$ cat src/rtl/ssw_pkg.sv
// Spectrum sweep statistics: shared types and constants.
// Used by ssw_store, the top level and the testbench; depends on nothing.
`default_nettype none
package ssw_pkg;
  localparam int HZ_W = 30;
  localparam int LVL_W = 8;
  localparam int BIN_W = 6;
  localparam int RSSI_W = 9;
  localparam int CFG_AW = 2;
  localparam int S_TDATA_W = 16;
  localparam int M_TDATA_W = 80;

  typedef logic signed [LVL_W-1:0] level_t;
  typedef logic [HZ_W-1:0] hz_t;

  localparam level_t LEVEL_MIN = -8'sd127;
  localparam level_t LEVEL_MAX = -8'sd1;

  localparam logic [CFG_AW-1:0] REG_START = 2'd0;
  localparam logic [CFG_AW-1:0] REG_END = 2'd1;
  localparam logic [CFG_AW-1:0] REG_CURSOR = 2'd2;

  localparam hz_t START_RESET = 30'd433050000;
  localparam hz_t END_RESET = 30'd434790000;
  localparam logic [BIN_W-1:0] CURSOR_RESET = 6'd32;
endpackage
`default_nettype wire

$ cat src/rtl/ssw_store.sv
// Per-bin level store: one write port, one registered read port.
// Entries never written since reset read as the minimum level; uses ssw_pkg.
`default_nettype none
module ssw_store #(
  parameter int DEPTH = 64,
  parameter int AW = 6
) (
  input  wire                  clk,
  input  wire                  rst,
  input  wire                  we,
  input  wire [AW-1:0]         waddr,
  input  ssw_pkg::level_t      wdata,
  input  wire [AW-1:0]         raddr,
  output ssw_pkg::level_t      rdata
);
  import ssw_pkg::*;

  level_t mem [DEPTH];
  logic [DEPTH-1:0] vld;
  level_t mem_q;
  logic vld_q;

  always_ff @(posedge clk) begin
    if (rst) begin
      vld <= '0;
    end else if (we) begin
      vld[waddr] <= 1'b1;
    end
  end

  always_ff @(posedge clk) begin
    if (we) begin
      mem[waddr] <= wdata;
    end
    mem_q <= mem[raddr];
    vld_q <= vld[raddr];
  end

  assign rdata = vld_q ? mem_q : LEVEL_MIN;
endmodule
`default_nettype wire

$ cat src/rtl/ssw_div.sv
// Divide by a constant through reciprocal multiplication, four 11-bit steps.
// Turns span*bin into the bin frequency offset; depends on nothing.
`default_nettype none
module ssw_div #(
  parameter int NW = 36,
  parameter int DIV = 63
) (
  input  wire           clk,
  input  wire           rst,
  input  wire           start,
  input  wire [NW-1:0]  dividend,
  output logic          busy,
  output logic [NW-1:0] quotient
);
  localparam int SH = NW + 6;
  localparam int CH = 11;
  localparam int NC = 4;
  localparam int MW = CH * NC;
  localparam int PW = NW + MW;
  localparam logic [MW-1:0] RECIP = MW'(((64'd1 << SH) + 64'(DIV - 1)) / 64'(DIV));

  logic [NW-1:0] x;
  logic [PW-1:0] acc;
  logic [1:0] idx;
  logic [CH-1:0] chunk;
  logic [NW+CH-1:0] part;

  assign chunk = RECIP[CH*idx +: CH];
  assign part = x * chunk;
  assign quotient = acc[SH +: NW];

  always_ff @(posedge clk) begin
    if (rst) begin
      busy <= 1'b0;
      idx <= '0;
    end else if (start) begin
      busy <= 1'b1;
      idx <= 2'(NC - 1);
    end else if (busy) begin
      idx <= idx - 1'b1;
      if (idx == 2'd0) begin
        busy <= 1'b0;
      end
    end
  end

  always_ff @(posedge clk) begin
    if (start) begin
      x <= dividend;
      acc <= '0;
    end else if (busy) begin
      acc <= (acc << CH) + PW'(part);
    end
  end
endmodule
`default_nettype wire

$ cat src/rtl/spectrum_sweep_statistics.sv
// A sample that does not end a sweep is taken while idle. The final sample of a sweep
// starts the rank passes (one per bit of the level offset), a peak pass, the multiply and
// divide, the cursor read and then one result item per bin, each held until taken.
// Input is not accepted again until the last result item of the sweep has been taken.
// Reset: synchronous, clears position, stores (via valid bits), configuration and state at once.
`default_nettype none
module spectrum_sweep_statistics #(
  parameter int BIN_COUNT = 64
) (
  input  wire                               clk,
  input  wire                               rst,
  input  wire                               s_axis_tvalid,
  output logic                              s_axis_tready,
  input  wire [ssw_pkg::S_TDATA_W-1:0]      s_axis_tdata,  // rssi_dbm[8:0]
  input  wire                               s_axis_tuser,  // sample_valid
  output logic                              m_axis_tvalid,
  input  wire                               m_axis_tready,
  // bin_index, bin_level, bin_peak, noise_floor, strongest_level,
  // strongest_freq_hz, cursor_level
  output logic [ssw_pkg::M_TDATA_W-1:0]     m_axis_tdata,
  output logic                              m_axis_tlast,
  input  wire                               cfg_we,
  input  wire [ssw_pkg::CFG_AW-1:0]         cfg_addr,
  input  wire [ssw_pkg::HZ_W-1:0]           cfg_wdata
);
  import ssw_pkg::*;

  localparam int AW = (BIN_COUNT > 1) ? $clog2(BIN_COUNT) : 1;
  localparam int RANK = BIN_COUNT / 4;
  localparam int PW = HZ_W + BIN_W;

  localparam logic [3:0] ST_IDLE = 4'd0;
  localparam logic [3:0] ST_RANK = 4'd1;
  localparam logic [3:0] ST_PEAK = 4'd2;
  localparam logic [3:0] ST_MUL = 4'd3;
  localparam logic [3:0] ST_DIVGO = 4'd4;
  localparam logic [3:0] ST_DIV = 4'd5;
  localparam logic [3:0] ST_CUR = 4'd6;
  localparam logic [3:0] ST_CURCAP = 4'd7;
  localparam logic [3:0] ST_EMITRD = 4'd8;
  localparam logic [3:0] ST_EMITCAP = 4'd9;
  localparam logic [3:0] ST_EMIT = 4'd10;

  logic [3:0] state;
  hz_t base_hz, end_hz;
  logic [BIN_W-1:0] sel_bin;
  logic [BIN_W-1:0] pos;
  logic [BIN_W:0] kc;
  logic dv;
  logic [2:0] bsel;
  logic [6:0] ans;
  logic [BIN_W:0] cnt;
  level_t best_level, floor_lvl, cursor_lvl;
  logic [BIN_W-1:0] best_bin;
  logic found;
  hz_t best_freq;
  logic [PW-1:0] prod;

  level_t rssi_c, lv_q, pk_q, decayed, new_peak;
  logic signed [RSSI_W-1:0] rssi;
  logic [AW-1:0] raddr, cur_addr;
  logic lvl_we, pk_we;
  logic [6:0] lv_u, tval;
  logic [BIN_W:0] cnt_next;
  hz_t span;
  logic div_busy;
  logic [PW-1:0] quot;
  logic in_acc, last_bin;

  assign s_axis_tready = (state == ST_IDLE);
  assign in_acc = s_axis_tvalid && s_axis_tready;
  assign rssi = s_axis_tdata[RSSI_W-1:0];
  assign last_bin = ({1'b0, pos} >= (BIN_W+1)'(BIN_COUNT - 1));

  always_comb begin
    if (rssi < -9'sd127) begin
      rssi_c = LEVEL_MIN;
    end else if (rssi > -9'sd1) begin
      rssi_c = LEVEL_MAX;
    end else begin
      rssi_c = rssi[LVL_W-1:0];
    end
  end

  assign cur_addr = ({1'b0, sel_bin} >= (BIN_W+1)'(BIN_COUNT)) ?
                    AW'(BIN_COUNT - 1) : sel_bin[AW-1:0];
  assign raddr = (state == ST_CUR) ? cur_addr : kc[AW-1:0];
  assign lvl_we = in_acc && s_axis_tuser;
  assign pk_we = (state == ST_PEAK) && dv;

  assign decayed = (pk_q > LEVEL_MIN) ? level_t'(pk_q - 8'sd1) : LEVEL_MIN;
  assign new_peak = (lv_q > decayed) ? lv_q : decayed;

  assign lv_u = 7'(lv_q + 8'sd127);
  assign tval = ans | (7'd1 << bsel);
  assign cnt_next = (dv && (lv_u < tval)) ? cnt + 1'b1 : cnt;
  assign span = (end_hz > base_hz) ? hz_t'(end_hz - base_hz) : '0;

  ssw_store #(.DEPTH(BIN_COUNT), .AW(AW)) u_level (
    .clk(clk), .rst(rst), .we(lvl_we), .waddr(pos[AW-1:0]), .wdata(rssi_c),
    .raddr(raddr), .rdata(lv_q)
  );

  ssw_store #(.DEPTH(BIN_COUNT), .AW(AW)) u_peak (
    .clk(clk), .rst(rst), .we(pk_we), .waddr(AW'(kc - 1'b1)), .wdata(new_peak),
    .raddr(raddr), .rdata(pk_q)
  );

  ssw_div #(.NW(PW), .DIV(BIN_COUNT - 1)) u_div (
    .clk(clk), .rst(rst), .start(state == ST_DIVGO), .dividend(prod),
    .busy(div_busy), .quotient(quot)
  );

  always_ff @(posedge clk) begin
    if (rst) begin
      base_hz <= START_RESET;
      end_hz <= END_RESET;
      sel_bin <= CURSOR_RESET;
    end else if (cfg_we) begin
      case (cfg_addr)
        REG_START: base_hz <= cfg_wdata;
        REG_END: end_hz <= cfg_wdata;
        REG_CURSOR: sel_bin <= cfg_wdata[BIN_W-1:0];
        default: ;
      endcase
    end
  end

  always_ff @(posedge clk) begin
    if (rst) begin
      state <= ST_IDLE;
      pos <= '0;
      kc <= '0;
      dv <= 1'b0;
      m_axis_tvalid <= 1'b0;
      floor_lvl <= LEVEL_MIN;
      best_level <= LEVEL_MIN;
      best_freq <= '0;
    end else begin
      case (state)
        ST_IDLE: begin
          if (in_acc) begin
            if (last_bin) begin
              pos <= '0;
              kc <= '0;
              dv <= 1'b0;
              cnt <= '0;
              ans <= '0;
              bsel <= 3'd6;
              state <= ST_RANK;
            end else begin
              pos <= pos + 1'b1;
            end
          end
        end
        ST_RANK: begin
          if (kc != (BIN_W+1)'(BIN_COUNT)) begin
            cnt <= cnt_next;
            dv <= 1'b1;
            kc <= kc + 1'b1;
          end else begin
            kc <= '0;
            cnt <= '0;
            dv <= 1'b0;
            if (cnt_next <= (BIN_W+1)'(RANK)) begin
              ans <= tval;
            end
            if (bsel == 3'd0) begin
              floor_lvl <= level_t'({1'b0, ((cnt_next <= (BIN_W+1)'(RANK)) ? tval : ans)})
                           + LEVEL_MIN;
              best_level <= LEVEL_MIN;
              found <= 1'b0;
              best_bin <= '0;
              state <= ST_PEAK;
            end else begin
              bsel <= bsel - 1'b1;
            end
          end
        end
        ST_PEAK: begin
          if (dv && (new_peak > best_level)) begin
            best_level <= new_peak;
            best_bin <= BIN_W'(kc - 1'b1);
            found <= 1'b1;
          end
          if (kc != (BIN_W+1)'(BIN_COUNT)) begin
            dv <= 1'b1;
            kc <= kc + 1'b1;
          end else begin
            kc <= '0;
            dv <= 1'b0;
            state <= ST_MUL;
          end
        end
        ST_MUL: begin
          prod <= span * best_bin;
          state <= ST_DIVGO;
        end
        ST_DIVGO: state <= ST_DIV;
        ST_DIV: begin
          if (!div_busy) begin
            best_freq <= found ? hz_t'(base_hz + quot[HZ_W-1:0]) : '0;
            state <= ST_CUR;
          end
        end
        ST_CUR: state <= ST_CURCAP;
        ST_CURCAP: begin
          cursor_lvl <= lv_q;
          state <= ST_EMITRD;
        end
        ST_EMITRD: state <= ST_EMITCAP;
        ST_EMITCAP: begin
          m_axis_tdata <= {4'd0, cursor_lvl, best_freq, best_level, floor_lvl,
                           pk_q, lv_q, BIN_W'(kc)};
          m_axis_tlast <= (kc == (BIN_W+1)'(BIN_COUNT - 1));
          m_axis_tvalid <= 1'b1;
          state <= ST_EMIT;
        end
        ST_EMIT: begin
          if (m_axis_tready) begin
            m_axis_tvalid <= 1'b0;
            if (m_axis_tlast) begin
              kc <= '0;
              state <= ST_IDLE;
            end else begin
              kc <= kc + 1'b1;
              state <= ST_EMITRD;
            end
          end
        end
        default: state <= ST_IDLE;
      endcase
    end
  end
endmodule
`default_nettype wire

$ cat config.mk
export PLATFORM = sky130hd
export DESIGN_NAME = spectrum_sweep_statistics
export DESIGN_NICKNAME = d
export VERILOG_FILES = /design/src/rtl/ssw_pkg.sv /design/src/rtl/ssw_store.sv /design/src/rtl/ssw_div.sv /design/src/rtl/spectrum_sweep_statistics.sv
export SDC_FILE = /design/constraint.sdc
export NUM_CORES = 2
export LEC_CHECK = 0
export BUFFER_PORTS_ARGS = -buffer_cell sky130_fd_sc_hd__buf_2
export CORE_UTILIZATION = 40
export CTS_CLUSTER_DIAMETER = 150
export DETAILED_ROUTE_END_ITERATION = 6
export PLACE_DENSITY_LB_ADDON = 0.05
export SYNTH_ARGS = -nofsm -noshare
export SYNTH_HDL_FRONTEND = slang
export SYNTH_HIERARCHICAL = 1
export SYNTH_SLANG_ARGS = --single-unit
$ cat constraint.sdc
create_clock -name clk -period 6.82 [get_ports clk]
set_input_delay 0.341 -clock clk [delete_from_list [all_inputs] [get_ports clk]]
set_output_delay 0.341 -clock clk [all_outputs]
set_load 0.01 [all_outputs]
Word-level counts from Yosys, hierarchy flattened
Memory sizes are Yosys's and may differ from the RTL's. A register that Yosys moved wholly into a read port is not among the register bits.
Index checks and enable logic that the tools add are counted.
Operators by class
  add/subtract/negate cells: 12
  multipliers: 3
  $lt $le $gt $ge: 14
  equal/unequal tests: 23
  shift-type cells: 2
  multiplexer cells: 71
  bitwise gates (word level): 6
  reduce and logical (&&, ||, !) cells: 36
Operator list (number)
  OR 64 bit: 2
  adder 72 x 47 -> 72 bit: 1
  2-to-1 mux 8 bit: 9
  2-to-1 mux 7 bit: 9
  2-to-1 mux 30 bit: 2
  multiplier 36 x 11 -> 47 bit: 1
  one-hot mux 4 bit (11 select lines): 1
  variable part select 44 x 7 -> 11 bit, first input constant: 1
  multiplier 30 x 6 -> 36 bit: 1
  2-to-1 mux 4 bit: 8
  adder 30 bit: 1
  > comparator 30 bit: 1
  2-to-1 mux 6 bit: 5
  subtractor 30 bit: 1
  one-hot mux 7 bit (2 select lines): 2
  adder 7 x 1 -> 7 bit, second input constant: 3
  < comparator 6 x 7 -> 1 bit, second input constant: 3
  one-hot mux 7 bit (3 select lines): 1
  2-to-1 mux 1 bit: 18
  AND reduction 2 bit: 9
  equality test 4 x 3 -> 1 bit, second input constant: 4
  > comparator 8 bit: 2
  one-hot mux 8 bit (2 select lines): 1
  binary-select mux 1 bit (select 6 bit): 2
  other kinds (44): 79
Word-level totals
  register bits after elaboration: 517
  memory bits (writable): 1024
  word-level logic and storage cells: 197
  memories kept: 2
Memories
  u_level.mem: words 64, bits a word 8, read ports 1, clocked after memory_dff 1, wr ports 1, line ssw_store.sv:18  | level_t mem [DEPTH];
  u_peak.mem: words 64, bits a word 8, read ports 1, clocked after memory_dff 1, wr ports 1, line ssw_store.sv:18

Longest topological paths before layout
  depth after elaboration: 9
  gate-level depth with buffers: 31
  mapped depth without buffers: 31

Cells and area by module
The synthesis kept the hierarchy.
Modules (own cells, without submodules)
  ssw_store (u_peak): instances 1, cells each 1152, area an instance 22555.4 um^2, sequential area each 16836.1 um^2
  ssw_store (u_level): instances 1, cells each 1178, area an instance 22467.8 um^2, sequential area each 16836.1 um^2
  spectrum_sweep_statistics: instances 1, cells each 2035, area an instance 19103.3 um^2, sequential area each 6976.7 um^2
  ssw_div: instances 1, cells each 1689, area an instance 15135.8 um^2, sequential area each 2682.6 um^2

Worst setup path after synthesis
OpenSTA, ideal clock, no wires.
  path kind: flip-flop to flip-flop
  from: register u_peak.vld_q
  to: register best_level[1]
  library setup time: 120 ps
  data arrival time: 7325 ps
  setup slack: -625 ps
  cell stages (with the launch flop): 30
  path buffers: 2
  clock period less this slack: 7445 ps
  cells stage by stage: dfxtp_1 > and2_1 > inv_1 > ha_1 > o21a_1 > and3_1 > clkbuf_1 > nor2_1 > inv_1 > ha_1 > nor2b_1 > o21a_1 > o21a_1 > o21a_1 > o21a_1 > o21a_1 > o311ai_0 > o21ai_1 > mux2i_1 > ha_1 > nor2b_1 > o21a_1 > o21a_1 > o21a_1 > o21ai_0 > a21oi_1 > a31o_2 > and3_1 > clkbuf_1 > a32o_1
Between the ends
  longest elaborated chain between the ends: 9
  elaborated cells between the ends (all ways): 12
  classes of those cells: 1 x add/sub; 3 x order compare; 1 x eq/ne; 5 x mux; 2 x reduce/logical
Ends and longest elaborated chain
  from (decl): line ssw_store.sv:21  | logic vld_q;
  from (signal assigned): line ssw_store.sv:36  | vld_q <= vld[raddr];
  2-to-1 mux 8 bit (*): line ssw_store.sv:39  | assign rdata = vld_q ? mem_q : LEVEL_MIN;
  via pk_q[1]: line spectrum_sweep_statistics.sv:59  | level_t rssi_c, lv_q, pk_q, decayed, new_peak;
  subtractor 8 x 2 -> 8 bit or > comparator 8 bit (tied branches): line spectrum_sweep_statistics.sv:91  | assign decayed = (pk_q > LEVEL_MIN) ? level_t'(pk_q - 8'sd1) : LEVEL_MIN;
  2-to-1 mux 8 bit (*): line spectrum_sweep_statistics.sv:91
  > comparator 8 bit: line spectrum_sweep_statistics.sv:92  | assign new_peak = (lv_q > decayed) ? lv_q : decayed;
  2-to-1 mux 8 bit (*): line spectrum_sweep_statistics.sv:92
  via new_peak[1]: line spectrum_sweep_statistics.sv:59
  > comparator 8 bit: line spectrum_sweep_statistics.sv:181  | if (dv && (new_peak > best_level)) begin
  logical AND 1 bit: line spectrum_sweep_statistics.sv:181
  != test 2 x 1 -> 1 bit (no source line)
  AND reduction 4 bit (no source line)
  to (signal assigned): line spectrum_sweep_statistics.sv:182  | best_level <= new_peak;
  to (decl): line spectrum_sweep_statistics.sv:53  | level_t best_level, floor_lvl, cursor_lvl;
Mark *: on every way through the listed nets, which the timed path passes. The rest lies on a longest branch. The select of a mux whose other input is x is not followed.
A chain may end at the register's enable or synchronous reset.

Worst setup path in the final report
  from: register end_hz[0]
  to: register prod[34], data pin
Between the ends
  longest elaborated chain between the ends: 3
  elaborated cells between the ends (all ways): 4
  classes of those cells: 1 x add/sub; 1 x mul; 1 x order compare; 1 x mux
Ends and longest elaborated chain
  from (decl): line spectrum_sweep_statistics.sv:45  | hz_t base_hz, end_hz;
  from (signal assigned): line spectrum_sweep_statistics.sv:122  | REG_END: end_hz <= cfg_wdata;
  subtractor 30 bit or > comparator 30 bit (tied branches): line spectrum_sweep_statistics.sv:97  | assign span = (end_hz > base_hz) ? hz_t'(end_hz - base_hz) : '0;
  2-to-1 mux 30 bit (*): line spectrum_sweep_statistics.sv:97
  multiplier 30 x 6 -> 36 bit (*): line spectrum_sweep_statistics.sv:196  | prod <= span * best_bin;
  to (signal assigned): line spectrum_sweep_statistics.sv:196
  to (decl): line spectrum_sweep_statistics.sv:57  | logic [PW-1:0] prod;
Mark *: on every way between the ends. The rest lies on a longest branch, timed or not.

==> impl_metrics.tcl <==
set metrics [dict create \
    cts_tree "yes" \
    grtUsageTotal 0.213 \
    status "finished with violations" \
    grt_pass1_wl_mm 317 \
    setup_viol 1 \
    startpoint_type "register" \
    min_path_cells 5 \
    syn_area_mm2 0.0789 \
    peakVddDrop_mv 0.259 \
    fillers 17800 \
    finalCoreUtilization 0.468 \
    die_h_um 446 \
    reg2regPathDepth 32 \
    dp_slack_ns -0.388 \
    hold_violations 0 \
    reg2reg_to "prod[34]$_DFFE_PP_" \
    fin_nets 7125 \
    antenna_found_initial 3 \
    start_util 0.404 \
    ff_latch_area_mm2 0.0432 \
    layout_common_cells "edfxtp_1 (1,205), nor2_1 (710), inv_1 (538), dfxtp_1 (345), ha_1 (318)" \
    vias 48100 \
    hold_end "end_hz[2]$_SDFFE_PP0P_" \
    cap_violations 0 \
    clock_latency_ns 0.82 \
    cts_made_buffers 173 \
    mostFrequentLayoutCell "edfxtp_1" \
    slew_violations 0 \
    syn_to_final_growth_pct 16.0 \
    io_buffers 125 \
    fin_crit_ns 6.84 \
    r2r_start "end_hz[0]$_SDFFE_PP0P_" \
    cp.required_ns 7.35 \
    path_clk_slew_ns 0.06 \
    rsz0062_at_grt "true" \
    avgRoutedWirePerCell_um 22.9 \
    core_mm2 0.195 \
    endpoint_kind "register" \
    syn_inst 6004 \
    fin_crit_sh 1.00 \
    drcViolationCount 0 \
    synth_warnings 6 \
    min_from "cfg_addr[1]" \
    drive_gt1_frac 0.197 \
    cts.path.max_buffers 3 \
    place.detailed.hpwl_mm 147 \
    vias_per_cell 5.22 \
    reg2reg_slack_ns -0.02 \
    critPathSlowestCell "fa_1" \
    grt_pass1_vias 49600 \
    multiInputGateArea_mm2 0.0332 \
    die-area_mm2 0.199 \
    criticalPathCategory "register to register" \
    finalPower_mw 22.5 \
    cp_max_fo 6 \
    routabilityCongestion 0.821 \
    grt_max_degree 98 \
    cts_sinks 1556 \
    synth_area_per_cell_um2 13.1 \
    power_density_mw_per_mm2 246 \
    row_count 162 \
    die_x_um 446 \
    clock.fmax_ghz 0.146 \
    drtIter0Drc 2930 \
    detail-route-antenna-nets 0 \
    fin_skew_ns 0.0616 \
    cts_root_buf "clkbuf_16" \
    tightest_slew_ns 1.25 \
    arrival_ns 7.37 \
    ios 137 \
    htree_num_levels 4 \
    first_pass_iters 5 \
    relSlewSlack 0.144 \
    p_leak_nw 34.3 \
    critPathMaxStageDelay_ns 0.57 \
    violations "setup timing" \
    hp-class "input pin to register" \
    drt-total-wl_mm 212 \
    grt_remaining_overflow 0 \
    setup_slack_ns -0.0192 \
]
## state kept, by name (all words and copies together) (netlist names), 30 cells and up
name,flops
u_div/acc,71
u_level/vld,64
u_peak/mem,512
u_level/mem,512
base_hz,30
end_hz,30
prod,36
u_peak/vld,64
m_axis_tdata,76
u_div/x,36
best_freq,30
## final cells by class
class	instances	share of cell area
sequential	1556	0.472
multi-input combinational	3656	0.363
clock buffer	251	0.0544
timing repair buffer	496	0.0410
tap	2624	0.0359
inverter	563	0.0231
clock inverter	75	0.0102
antenna	1	0.0000274
## stage by stage
stage               hold WS [ns]  std cells  area, um^2  setup TNS [ns]
global placement           0.403       8826       84100           -1.98
finish                     0.149       9222       91500         -0.0192
global route               0.130       9222       91500           -2.30
detailed placement         0.405       8826       84100           -2.48
floorplan                  0.400       6070       79200               0
CTS                       0.0768       9200       90900         -0.0896
## worst max-delay path by stage
stage / startpoint / end / depth (start not counted)
floorplan: base_hz[0]$_SDFFE_PP0P_ / prod[34]$_DFFE_PP_ / 30
global placement: base_hz[10]$_SDFFE_PP0P_ / prod[35]$_DFFE_PP_ / 28
detailed placement: base_hz[10]$_SDFFE_PP0P_ / prod[35]$_DFFE_PP_ / 28
CTS: end_hz[0]$_SDFFE_PP0P_ / prod[34]$_DFFE_PP_ / 28
global route: end_hz[0]$_SDFFE_PP0P_ / prod[34]$_DFFE_PP_ / 32
finish: end_hz[0]$_SDFFE_PP0P_ / prod[34]$_DFFE_PP_ / 32
## layer usage
| metal | up-vias | track usage | routed length (um) |
|---|---|---|---|
| li1 | 22400 | - | - |
| met1 | 24600 | 0.280 | 92100 |
| met2 | 848 | 0.369 | 107000 |
| met3 | 275 | 0.0259 | 7160 |
| met4 | 0 | 0.0576 | 5350 |
| met5 | - | 0 | 0 |
## worst max-delay path, delay by kind of cell, from the launching register on
family          cells  cell delay (ns)
buf+inv             7             0.66
xor+xnor            1             0.07
fa+ha+maj           6             2.28
compound gates     15             2.76
flops               1             0.32
simple gates        3             0.44
## repair_timing
action,4_1_cts,5_1_grt
setup endpoints to repair,14,50
endpoints found under the hold margin,67,0
cloned,1,0
gates resized for setup,88,96
hold buffers,31,0
pin swaps,71,70
buffers inserted,16,25
## power breakdown
group          leakage [nW]  total [mW]  switching [mW]  internal [mW]
combinational          17.3        2.56            1.55           1.02
sequential             14.1        10.4           0.119           10.3
clock                  2.89        9.55            3.92           5.64
Power figures use the tool's default switching activity.
